<file path="src/design/obmrs_pkg.sv">
// Package for the one-wire bridge memory read sequencer.
// Holds the phase type, the bridge command bytes, the queue descriptor and
// the result beat. No dependencies.
package obmrs_pkg;

  // Fixed field widths
  localparam int BYTE_W     = 8;
  localparam int INDEX_W    = 6;
  localparam int LENGTH_W   = 7;
  localparam int CFG_DATA_W = 7;
  localparam int CFG_IDX_W  = 1;

  // Size of the read image; the read stops at min(data_length, IMAGE_BYTES), after at least one byte
  localparam int              IMAGE_BYTES   = 64;
  localparam logic [8:0]      IMAGE_BYTES_L = 9'(IMAGE_BYTES);

  // Depth of the queue between front and back (power of two)
  localparam int QUEUE_DEPTH = 2;
  localparam int QPTR_W      = (QUEUE_DEPTH > 1) ? $clog2(QUEUE_DEPTH) : 1;
  localparam int QCNT_W      = $clog2(QUEUE_DEPTH + 1);

  // Configuration register indexes
  localparam logic [CFG_IDX_W-1:0] CFG_DATA_LENGTH   = 1'b0;
  localparam logic [CFG_IDX_W-1:0] CFG_AGEING_OFFSET = 1'b1;

  localparam logic [LENGTH_W-1:0] DATA_LENGTH_RST   = 7'd64;
  localparam logic [INDEX_W-1:0]  AGEING_OFFSET_RST = 6'd0;

  // Bridge command and check bytes
  localparam logic [BYTE_W-1:0] CMD_RESET_PULSE = 8'hC1;
  localparam logic [BYTE_W-1:0] RESET_ANS_MASK  = 8'hDF;
  localparam logic [BYTE_W-1:0] RESET_ANS_OK    = 8'hCD;
  localparam logic [BYTE_W-1:0] CMD_DATA_MODE   = 8'hE1;
  localparam logic [BYTE_W-1:0] CMD_SKIP_ROM    = 8'hCC;
  localparam logic [BYTE_W-1:0] CMD_READ_MEMORY = 8'hF0;
  localparam logic [BYTE_W-1:0] ADDR_BYTE       = 8'h00;
  localparam logic [BYTE_W-1:0] CMD_READ_SLOT   = 8'hFF;
  localparam logic [BYTE_W-1:0] CMD_COMMAND_END = 8'hE3;

  typedef enum logic [2:0] {
    PH_RESET      = 3'd0,
    PH_WAIT_RESET = 3'd1,
    PH_DATA_MODE  = 3'd2,
    PH_WAIT_SKIP  = 3'd3,
    PH_ADDR_LO    = 3'd4,
    PH_ADDR_HI    = 3'd5,
    PH_START_READ = 3'd6,
    PH_READ       = 3'd7
  } phase_t;

  // One queued job: the first beat, plus a flag for the trailing end beat
  typedef struct packed {
    logic [BYTE_W-1:0]  tx_byte;
    logic               store_valid;
    logic [INDEX_W-1:0] store_index;
    logic [BYTE_W-1:0]  store_data;
    logic               copy_valid;
    logic [INDEX_W-1:0] copy_index;
    logic               final_byte;
  } desc_t;

  // One result beat as shown on the output channel
  typedef struct packed {
    logic [BYTE_W-1:0]  tx_byte;
    logic               store_valid;
    logic [INDEX_W-1:0] store_index;
    logic [BYTE_W-1:0]  store_data;
    logic               copy_valid;
    logic [INDEX_W-1:0] copy_index;
    logic               read_done;
    logic               last;
  } beat_t;

endpackage

</file>
<file path="src/design/obmrs_front.sv">
// Front end: configuration registers, phase sequencer and answer latch.
// Turns each accepted tick into a queue descriptor, but for a failed answer check. Depends on obmrs_pkg.
module obmrs_front
  import obmrs_pkg::*;
(
  input  logic                  clk,
  input  logic                  rst_n,
  input  logic                  cfg_we,
  input  logic [CFG_IDX_W-1:0]  cfg_index,
  input  logic [CFG_DATA_W-1:0] cfg_wdata,
  input  logic                  in_valid,
  output logic                  in_ready,
  input  logic                  in_mode,
  input  logic [BYTE_W-1:0]     in_answer_byte,
  input  logic                  q_ready,
  output logic                  push,
  output desc_t                 push_desc
);

  phase_t              phase_r, phase_nxt;
  logic                answer_seen_r, answer_seen_nxt;
  logic [BYTE_W-1:0]   last_answer_r, last_answer_nxt;
  logic [LENGTH_W-1:0] read_pos_r, read_pos_nxt;
  logic [INDEX_W-1:0]  copy_pos_r, copy_pos_nxt;
  logic                first_pass_r, first_pass_nxt;
  logic [LENGTH_W-1:0] data_length_r;
  logic [INDEX_W-1:0]  ageing_offset_r;
  logic                accept;
  logic [8:0]          limit;
  logic [8:0]          pos_inc;

  assign in_ready = q_ready;
  assign accept   = in_valid && in_ready;

  // Clamp the length to the image size
  assign limit   = (9'(data_length_r) > IMAGE_BYTES_L) ? IMAGE_BYTES_L : 9'(data_length_r);
  assign pos_inc = 9'(read_pos_r) + 9'd1;

  always_ff @(posedge clk) begin
    if (!rst_n) begin
      phase_r <= PH_RESET;
    end else begin
      phase_r <= phase_nxt;
    end
  end

  always_ff @(posedge clk) begin
    if (!rst_n) begin
      answer_seen_r   <= 1'b0;
      last_answer_r   <= '0;
      read_pos_r      <= '0;
      copy_pos_r      <= '0;
      first_pass_r    <= 1'b1;
      data_length_r   <= DATA_LENGTH_RST;
      ageing_offset_r <= AGEING_OFFSET_RST;
    end else begin
      answer_seen_r <= answer_seen_nxt;
      last_answer_r <= last_answer_nxt;
      read_pos_r    <= read_pos_nxt;
      copy_pos_r    <= copy_pos_nxt;
      first_pass_r  <= first_pass_nxt;
      if (cfg_we) begin
        unique case (cfg_index)
          CFG_DATA_LENGTH:   data_length_r   <= cfg_wdata;
          CFG_AGEING_OFFSET: ageing_offset_r <= cfg_wdata[INDEX_W-1:0];
        endcase
      end
    end
  end

  always_comb begin
    phase_nxt       = phase_r;
    answer_seen_nxt = answer_seen_r;
    last_answer_nxt = last_answer_r;
    read_pos_nxt    = read_pos_r;
    copy_pos_nxt    = copy_pos_r;
    first_pass_nxt  = first_pass_r;
    push            = 1'b0;
    push_desc       = '0;
    if (accept) begin
      if (in_mode) begin
        // Latch the bridge answer; no result
        last_answer_nxt = in_answer_byte;
        answer_seen_nxt = 1'b1;
      end else begin
        unique case (phase_r)
          PH_RESET: begin
            answer_seen_nxt   = 1'b0;
            phase_nxt         = PH_WAIT_RESET;
            push              = 1'b1;
            push_desc.tx_byte = CMD_RESET_PULSE;
          end
          PH_WAIT_RESET: begin
            if (answer_seen_r && ((last_answer_r & RESET_ANS_MASK) == RESET_ANS_OK)) begin
              phase_nxt         = PH_DATA_MODE;
              push              = 1'b1;
              push_desc.tx_byte = CMD_DATA_MODE;
            end else begin
              phase_nxt = PH_RESET;
            end
          end
          PH_DATA_MODE: begin
            answer_seen_nxt   = 1'b0;
            phase_nxt         = PH_WAIT_SKIP;
            push              = 1'b1;
            push_desc.tx_byte = CMD_SKIP_ROM;
          end
          PH_WAIT_SKIP: begin
            if (answer_seen_r && (last_answer_r == CMD_SKIP_ROM)) begin
              phase_nxt         = PH_ADDR_LO;
              push              = 1'b1;
              push_desc.tx_byte = CMD_READ_MEMORY;
            end else begin
              phase_nxt = PH_RESET;
            end
          end
          PH_ADDR_LO: begin
            phase_nxt         = PH_ADDR_HI;
            push              = 1'b1;
            push_desc.tx_byte = ADDR_BYTE;
          end
          PH_ADDR_HI: begin
            phase_nxt         = PH_START_READ;
            push              = 1'b1;
            push_desc.tx_byte = ADDR_BYTE;
          end
          PH_START_READ: begin
            phase_nxt         = PH_READ;
            read_pos_nxt      = '0;
            copy_pos_nxt      = '0;
            push              = 1'b1;
            push_desc.tx_byte = CMD_READ_SLOT;
          end
          PH_READ: begin
            push                  = 1'b1;
            push_desc.tx_byte     = CMD_READ_SLOT;
            push_desc.store_valid = 1'b1;
            push_desc.store_index = read_pos_r[INDEX_W-1:0];
            push_desc.store_data  = last_answer_r;
            if (first_pass_r && (read_pos_r >= LENGTH_W'(ageing_offset_r))) begin
              push_desc.copy_valid = 1'b1;
              push_desc.copy_index = copy_pos_r;
              copy_pos_nxt         = copy_pos_r + INDEX_W'(1);
            end
            read_pos_nxt = pos_inc[LENGTH_W-1:0];
            if (pos_inc >= limit) begin
              push_desc.final_byte = 1'b1;
              phase_nxt            = PH_RESET;
              first_pass_nxt       = 1'b0;
            end
          end
        endcase
      end
    end
  end

endmodule

</file>
<file path="src/design/obmrs_queue.sv">
// Short descriptor queue between front and back, held in flip-flops.
// Depends on obmrs_pkg.
module obmrs_queue
  import obmrs_pkg::*;
(
  input  logic  clk,
  input  logic  rst_n,
  input  logic  push,
  input  desc_t push_desc,
  output logic  q_ready,
  input  logic  pop,
  output logic  q_valid,
  output desc_t q_desc
);

  desc_t             mem_r [QUEUE_DEPTH];
  logic [QPTR_W-1:0] wr_ptr_r, rd_ptr_r;
  logic [QCNT_W-1:0] count_r;

  assign q_ready = (count_r != QCNT_W'(QUEUE_DEPTH));
  assign q_valid = (count_r != '0);
  assign q_desc  = mem_r[rd_ptr_r];

  always_ff @(posedge clk) begin
    if (push) begin
      mem_r[wr_ptr_r] <= push_desc;
    end
  end

  always_ff @(posedge clk) begin
    if (!rst_n) begin
      wr_ptr_r <= '0;
      rd_ptr_r <= '0;
      count_r  <= '0;
    end else begin
      if (push) begin
        wr_ptr_r <= wr_ptr_r + QPTR_W'(1);
      end
      if (pop) begin
        rd_ptr_r <= rd_ptr_r + QPTR_W'(1);
      end
      if (push && !pop) begin
        count_r <= count_r + QCNT_W'(1);
      end else if (pop && !push) begin
        count_r <= count_r - QCNT_W'(1);
      end
    end
  end

endmodule

</file>
<file path="src/design/obmrs_back.sv">
// Back end: expands queue descriptors into result beats through an output
// register; a final read byte adds the end-command beat. Depends on obmrs_pkg.
module obmrs_back
  import obmrs_pkg::*;
(
  input  logic  clk,
  input  logic  rst_n,
  input  logic  q_valid,
  input  desc_t q_desc,
  output logic  pop,
  output logic  out_valid,
  input  logic  out_ready,
  output beat_t out_beat
);

  logic  out_valid_r, out_valid_nxt;
  beat_t beat_r, beat_nxt;
  logic  pending_r, pending_nxt;
  logic  load;

  assign load      = !out_valid_r || out_ready;
  assign out_valid = out_valid_r;
  assign out_beat  = beat_r;

  always_comb begin
    out_valid_nxt = out_valid_r;
    beat_nxt      = beat_r;
    pending_nxt   = pending_r;
    pop           = 1'b0;
    if (load) begin
      priority if (pending_r) begin
        // Trailing end beat of a completed read
        beat_nxt           = '0;
        beat_nxt.tx_byte   = CMD_COMMAND_END;
        beat_nxt.read_done = 1'b1;
        beat_nxt.last      = 1'b1;
        out_valid_nxt      = 1'b1;
        pending_nxt        = 1'b0;
      end else if (q_valid) begin
        pop                  = 1'b1;
        beat_nxt.tx_byte     = q_desc.tx_byte;
        beat_nxt.store_valid = q_desc.store_valid;
        beat_nxt.store_index = q_desc.store_index;
        beat_nxt.store_data  = q_desc.store_data;
        beat_nxt.copy_valid  = q_desc.copy_valid;
        beat_nxt.copy_index  = q_desc.copy_index;
        beat_nxt.read_done   = 1'b0;
        beat_nxt.last        = !q_desc.final_byte;
        out_valid_nxt        = 1'b1;
        pending_nxt          = q_desc.final_byte;
      end else begin
        out_valid_nxt = 1'b0;
      end
    end
  end

  always_ff @(posedge clk) begin
    beat_r <= beat_nxt;
  end

  always_ff @(posedge clk) begin
    if (!rst_n) begin
      out_valid_r <= 1'b0;
      pending_r   <= 1'b0;
    end else begin
      out_valid_r <= out_valid_nxt;
      pending_r   <= pending_nxt;
    end
  end

  // An end beat is owed only while its read byte is on display
  a_pending_shown: assert property (@(posedge clk) disable iff (!rst_n)
    pending_r |-> (out_valid_r && beat_r.store_valid && !beat_r.last))
    else $error("end beat pending without its read byte");

  // The done flag travels only on the final end-command beat
  a_done_beat: assert property (@(posedge clk) disable iff (!rst_n)
    (out_valid_r && beat_r.read_done) |->
      (beat_r.last && (beat_r.tx_byte == CMD_COMMAND_END) && !beat_r.store_valid))
    else $error("read_done on a wrong beat");

  // A copy is always part of a store of a read slot
  a_copy_store: assert property (@(posedge clk) disable iff (!rst_n)
    (out_valid_r && beat_r.copy_valid) |->
      (beat_r.store_valid && (beat_r.tx_byte == CMD_READ_SLOT)))
    else $error("copy without store");

  // After a read byte that is not last, the end beat follows on the next transfer
  a_end_follows: assert property (@(posedge clk) disable iff (!rst_n)
    (out_valid_r && out_ready && beat_r.store_valid && !beat_r.last) |=>
      (out_valid_r && beat_r.read_done))
    else $error("end beat did not follow the final read byte");

endmodule

</file>
<file path="src/design/onewire_bridge_memory_read_sequencer.sv">
// Top level of the one-wire bridge memory read sequencer.
// Wires front end, descriptor queue and back end; depends on obmrs_pkg,
// obmrs_front, obmrs_queue and obmrs_back.
//
//   channel  direction  handshake            payload
//   in_      input      in_valid/in_ready    in_mode, in_answer_byte
//   out_     output     out_valid/out_ready  out_tx_byte .. out_last
//   cfg_     input      cfg_we (no wait)     cfg_index, cfg_wdata
//
// The front takes one item per cycle while the two-entry queue has room;
// answer bytes and failed checks leave nothing in the queue.
// The back shows one result per cycle from its output register while out_ready is high;
// the final read byte of a pass yields two results (read slot, then end command).
// Sustained rate: one tick per cycle while out_ready stays high; the final read byte adds a result.
// Reset is synchronous, active low; it restores the reset-pulse phase, the
// register reset values and empties queue and output register.
// A stalled output fills the queue, then drops in_ready; answers are held too.
module onewire_bridge_memory_read_sequencer
  import obmrs_pkg::*;
(
  input  logic                  clk,
  input  logic                  rst_n,
  // configuration
  input  logic                  cfg_we,
  input  logic [CFG_IDX_W-1:0]  cfg_index,
  input  logic [CFG_DATA_W-1:0] cfg_wdata,
  // input items
  input  logic                  in_valid,
  output logic                  in_ready,
  input  logic                  in_mode,
  input  logic [BYTE_W-1:0]     in_answer_byte,
  // result items
  output logic                  out_valid,
  input  logic                  out_ready,
  output logic [BYTE_W-1:0]     out_tx_byte,
  output logic                  out_store_valid,
  output logic [INDEX_W-1:0]    out_store_index,
  output logic [BYTE_W-1:0]     out_store_data,
  output logic                  out_copy_valid,
  output logic [INDEX_W-1:0]    out_copy_index,
  output logic                  out_read_done,
  output logic                  out_last
);

  // Front to queue
  logic  push;
  desc_t push_desc;
  logic  q_ready;
  // Queue to back
  logic  q_valid;
  desc_t q_desc;
  logic  pop;
  beat_t out_beat;

  // Classify items and advance the phase sequence
  obmrs_front u_front (
    .clk            (clk),
    .rst_n          (rst_n),
    .cfg_we         (cfg_we),
    .cfg_index      (cfg_index),
    .cfg_wdata      (cfg_wdata),
    .in_valid       (in_valid),
    .in_ready       (in_ready),
    .in_mode        (in_mode),
    .in_answer_byte (in_answer_byte),
    .q_ready        (q_ready),
    .push           (push),
    .push_desc      (push_desc)
  );

  // Decouple the two sides so each can stall on its own
  obmrs_queue u_queue (
    .clk       (clk),
    .rst_n     (rst_n),
    .push      (push),
    .push_desc (push_desc),
    .q_ready   (q_ready),
    .pop       (pop),
    .q_valid   (q_valid),
    .q_desc    (q_desc)
  );

  // Expand descriptors into result transfers
  obmrs_back u_back (
    .clk       (clk),
    .rst_n     (rst_n),
    .q_valid   (q_valid),
    .q_desc    (q_desc),
    .pop       (pop),
    .out_valid (out_valid),
    .out_ready (out_ready),
    .out_beat  (out_beat)
  );

  // Break the registered beat out onto the result ports
  assign out_tx_byte     = out_beat.tx_byte;
  assign out_store_valid = out_beat.store_valid;
  assign out_store_index = out_beat.store_index;
  assign out_store_data  = out_beat.store_data;
  assign out_copy_valid  = out_beat.copy_valid;
  assign out_copy_index  = out_beat.copy_index;
  assign out_read_done   = out_beat.read_done;
  assign out_last        = out_beat.last;

endmodule

</file>
<file path="config.mk">
export PLATFORM = sky130hd
export DESIGN_NAME = onewire_bridge_memory_read_sequencer
export DESIGN_NICKNAME = d
export VERILOG_FILES = /design/src/design/obmrs_pkg.sv /design/src/design/obmrs_front.sv /design/src/design/obmrs_queue.sv /design/src/design/obmrs_back.sv /design/src/design/onewire_bridge_memory_read_sequencer.sv
export SDC_FILE = /design/constraint.sdc
export NUM_CORES = 1
export LEC_CHECK = 0
export ABC_AREA = 1
export BUFFER_PORTS_ARGS = -buffer_cell sky130_fd_sc_hd__buf_2
export CORE_MARGIN = 2
export CORE_UTILIZATION = 40
export DETAILED_ROUTE_END_ITERATION = 7
export PLACE_DENSITY = 0.69
export SKIP_CTS_REPAIR_TIMING = 1
export SYNTH_ARGS = -nofsm -noshare
export SYNTH_HDL_FRONTEND = slang
export SYNTH_SLANG_ARGS = --single-unit
</file>
<file path="constraint.sdc">
create_clock -name clk -period 3 [get_ports clk]
set_clock_uncertainty 0.15 [all_clocks]
set_input_delay 0.15 -clock clk [delete_from_list [all_inputs] [get_ports clk]]
set_output_delay 0.15 -clock clk [all_outputs]
set_load 0.02 [all_outputs]
</file>
==> run_results.csv <==
group,metric,value,unit
outcome,status,"finished clean",
sta,fin_crit_sh,85.1,%
sta,whs,0.0193,ns
global_route,grt_pass1_vias,3839,
power_and_ir_drop,p_int,4110,uW
cells_and_area,antennaDiodeCount,0,
critical_path,crit_arrival,2.74,ns
drt,drt_wl_total,11.6,mm
clocking,cts_buffers,17,
sta,hold_violations,0,
drt,via_per_inst,4.90,
yosys,synth-simple-area-share,18.2,%
sta,setup_viol,0,
yosys,synthMuxAreaShare,0,%
global_route,grtUsageTotal,16.1,%
yosys,synth_top_family_by_area,"simple AND/OR/NAND/NOR gates",
cells_and_area,final_util,49.9,%
critical_path,critPathSlowestCell,"dfxtp_1",
die,start_util,41.0,%
sta,rsz0062_at_grt,"no",
critical_path,critPathKind,"flip-flop to flip-flop",
yosys,synth-seq-cells,134,
yosys,seq_area_frac_synth,62.5,%
power_and_ir_drop,swShare,30.7,%
placement,io_buffers,55,
die,num_rows,43,
worst_hold_path,min_path_cells,4,
sta,relSlewSlack,38.2,%
critical_path,cp_num_cells,12,
yosys,synth_cell_types,31,
power_and_ir_drop,ir_worst_vdd,481,uV
clocking,cts_tree,"built",
critical_path,cp_max_fo,5,
cells_and_area,fin_nets,699,
power_and_ir_drop,clock_power_share,34.5,%
drt,dr_total_vias,4181,
drt,ant_nets,0,
critical_path,crit_path_cell_trace,"ha_1, nand2_1, nor3_1, nor2_1, a21oi_1, ha_1, a21oi_1, a21boi_0, nand3_1, nand2_1, nand2_1, a21oi_1",
yosys,syn_area,5700,um2
sta,period_needed,2.55,ns
critical_path,max_stage_delay,0.41,ns
clocking,root_buffer,"clkbuf_16",
cells_and_area,drive_gt1_share,15.6,%
critical_path,endpoint_kind,"flip-flop",
drt,drt_iter0_markers,402,
critical_path,start_kind,"flip-flop",
placement,place_congestion,0.970,
power_and_ir_drop,powerDensity,856,nW/um2
drt,drc_errors,0,
yosys,postSynthNetCount,621,
critical_path,path_buf_inv,0,
yosys,yosysWarnings,0,
die,die_area,15200,um2
flow_run,max_cap_violations,0,
power_and_ir_drop,p_leak,0.00278,uW
die,die_y,123,um
power_and_ir_drop,p_sw,1820,uW
cells_and_area,final_common_cell,"nor2_1",
global_route,grt_pass1_wl,18.5,mm
sta,tns,0,ns
die,core_area,13900,um2
die,die_w,123,um
clocking,insertion_delay,0.42,ns
yosys,yosysTopAreaCellShare,46.4,%
yosys,synth_compound_area_share,9.55,%
power_and_ir_drop,p_comb_share,22.9,%
worst_hold_path,hp-class,"input port to flip-flop",
yosys,syn_inst,583,
global_route,grt.overflow.total,0,
yosys,synth-adder-area-share,3.51,%
drt,drt_pass1_iterations,6,
critical_path,path_delay_family,"compound AO/OA/AOI/OAI gates",
yosys,synth_area_per_cell,9.77,um2
global_route,antenna_found_initial,0,
clocking,cts_sinks,134,
die,ios,56,
clocking,path_clk_slew,0.06,ns
yosys,synthXorXnorAreaFrac,0.461,%
cells_and_area,syn_to_final_growth,21.6,%
drt,wl_per_cell,13.6,um
yosys,synth_top_cell_by_area,"edfxtp_1",
critical_path,r2r_cells,12,
sta,worstMarginPinSlew,0.926,ns
sta,final_max_slew_viol_count,0,
sta,fmax,392,MHz
critical_path,cp.required,3.19,ns
clocking,cts_buffer_depth,2,
placement,numPlacedInstances,803,
power_and_ir_drop,pwr-share-seq,42.6,%
clocking,h-tree-depth,4,
global_route,grt_max_degree,34,
cells_and_area,final_cells,853,
cells_and_area,layout_common_cells,"114 x nor2_1, 88 x edfxtp_1, 87 x nand2_1",
placement,place_hpwl,7.81,mm
yosys,synthTopCellsByArea,"edfxtp_1 46%, dfxtp_1 16%, nor2_1 7.6%",
power groups by stage:
stage / combinational (uW) / clock [uW] / sequential (uW)
final: 1360 / 2040 / 2530
after global routing: 1510 / 2150 / 2560
after CTS: 1360 / 2070 / 2530
after detailed placement: 1360 / 0 / 2570
after global placement: 1330 / 0 / 2560
after floorplan: 632 / 0 / 2880
flip-flops by register name (all words and copies together), names as in the netlist, 2 cells and up, named ones only:
register,flops
u_front.last_answer_r,8
u_front.read_pos_r,7
u_front.phase_r,3
u_queue.count_r,2
u_back.out_beat,30
u_front.copy_pos_r,6
u_queue.mem_r,58
u_front.data_length_r,7
u_front.ageing_offset_r,6
synth_stat cells, drive strengths merged:
master    n
a21oi    45
nand4     3
nand3    19
xor2      3
buf       5
clkinv    1
nor3b     2
nor4      2
nand2    91
ha       16
dfxtp    46
a22oi     1
nand3b    2
inv      60
nor3      6
o211ai    1
edfxtp   88
a21boi    2
a31oi     2
clkbuf   16
nor2    119
o21ai    53
final timing paths:
| kind | start | slack, ns | endpoint |
|---|---|---|---|
| setup / recovery | u_front.read_pos_r[0]$_SDFFE_PN0P_ | 0.45 | u_front.phase_r[0]$_SDFFE_PN0P_ |
| hold / removal | in_valid | 0.02 | u_front.answer_seen_r$_SDFFE_PN0P_ |
| setup reg to reg | u_front.read_pos_r[0]$_SDFFE_PN0P_ | 0.45 | u_front.phase_r[0]$_SDFFE_PN0P_ |
| hold reg to reg | u_queue.rd_ptr_r$_SDFFE_PN0P_ | 0.33 | u_queue.rd_ptr_r$_SDFFE_PN0P_ |
kinds of logic after synthesis:
group,count (synthesis)
buffers and inverters,82
adders and majority gates,16
xor gates and xnor gates,3
DFF,134
AOI/OAI and AO/OA,104
and+or+nand+nor,244
tightest hold or removal path: stages:
cell     delay (ns)
buf_2          0.12
nand2_4        0.09
o21ai_0        0.08
a21oi_1        0.11
cell type report:
cell class / instances / area [um2]
clock buffer: 17 / 425
clock inverter: 14 / 161
fill: 1243 / 6950
inverter: 61 / 229
multi-input combinational: 367 / 1820
sequential: 134 / 3560
tap: 180 / 225
timing repair buffer: 80 / 510
per-stage QoR:
stage               worst slack, ns  instance area [um2]  total power (uW)
global placement              0.662                 6150              3890
CTS                           0.440                 6740              5960
global route                  0.169                 6930              6230
detailed placement            0.591                 6150              3930
floorplan                     0.247                 5700              3510
finish                        0.448                 6930              5930
routing by layer:
layer	vias up	routed length, um	global-route usage (%)
li1	2103	-	-
met1	1920	5450	21.7
met2	133	5190	24.6
met3	25	723	4.66
met4	0	223	6.11
met5	-	0	0
No activity file was read; power rests on OpenSTA's default activity.
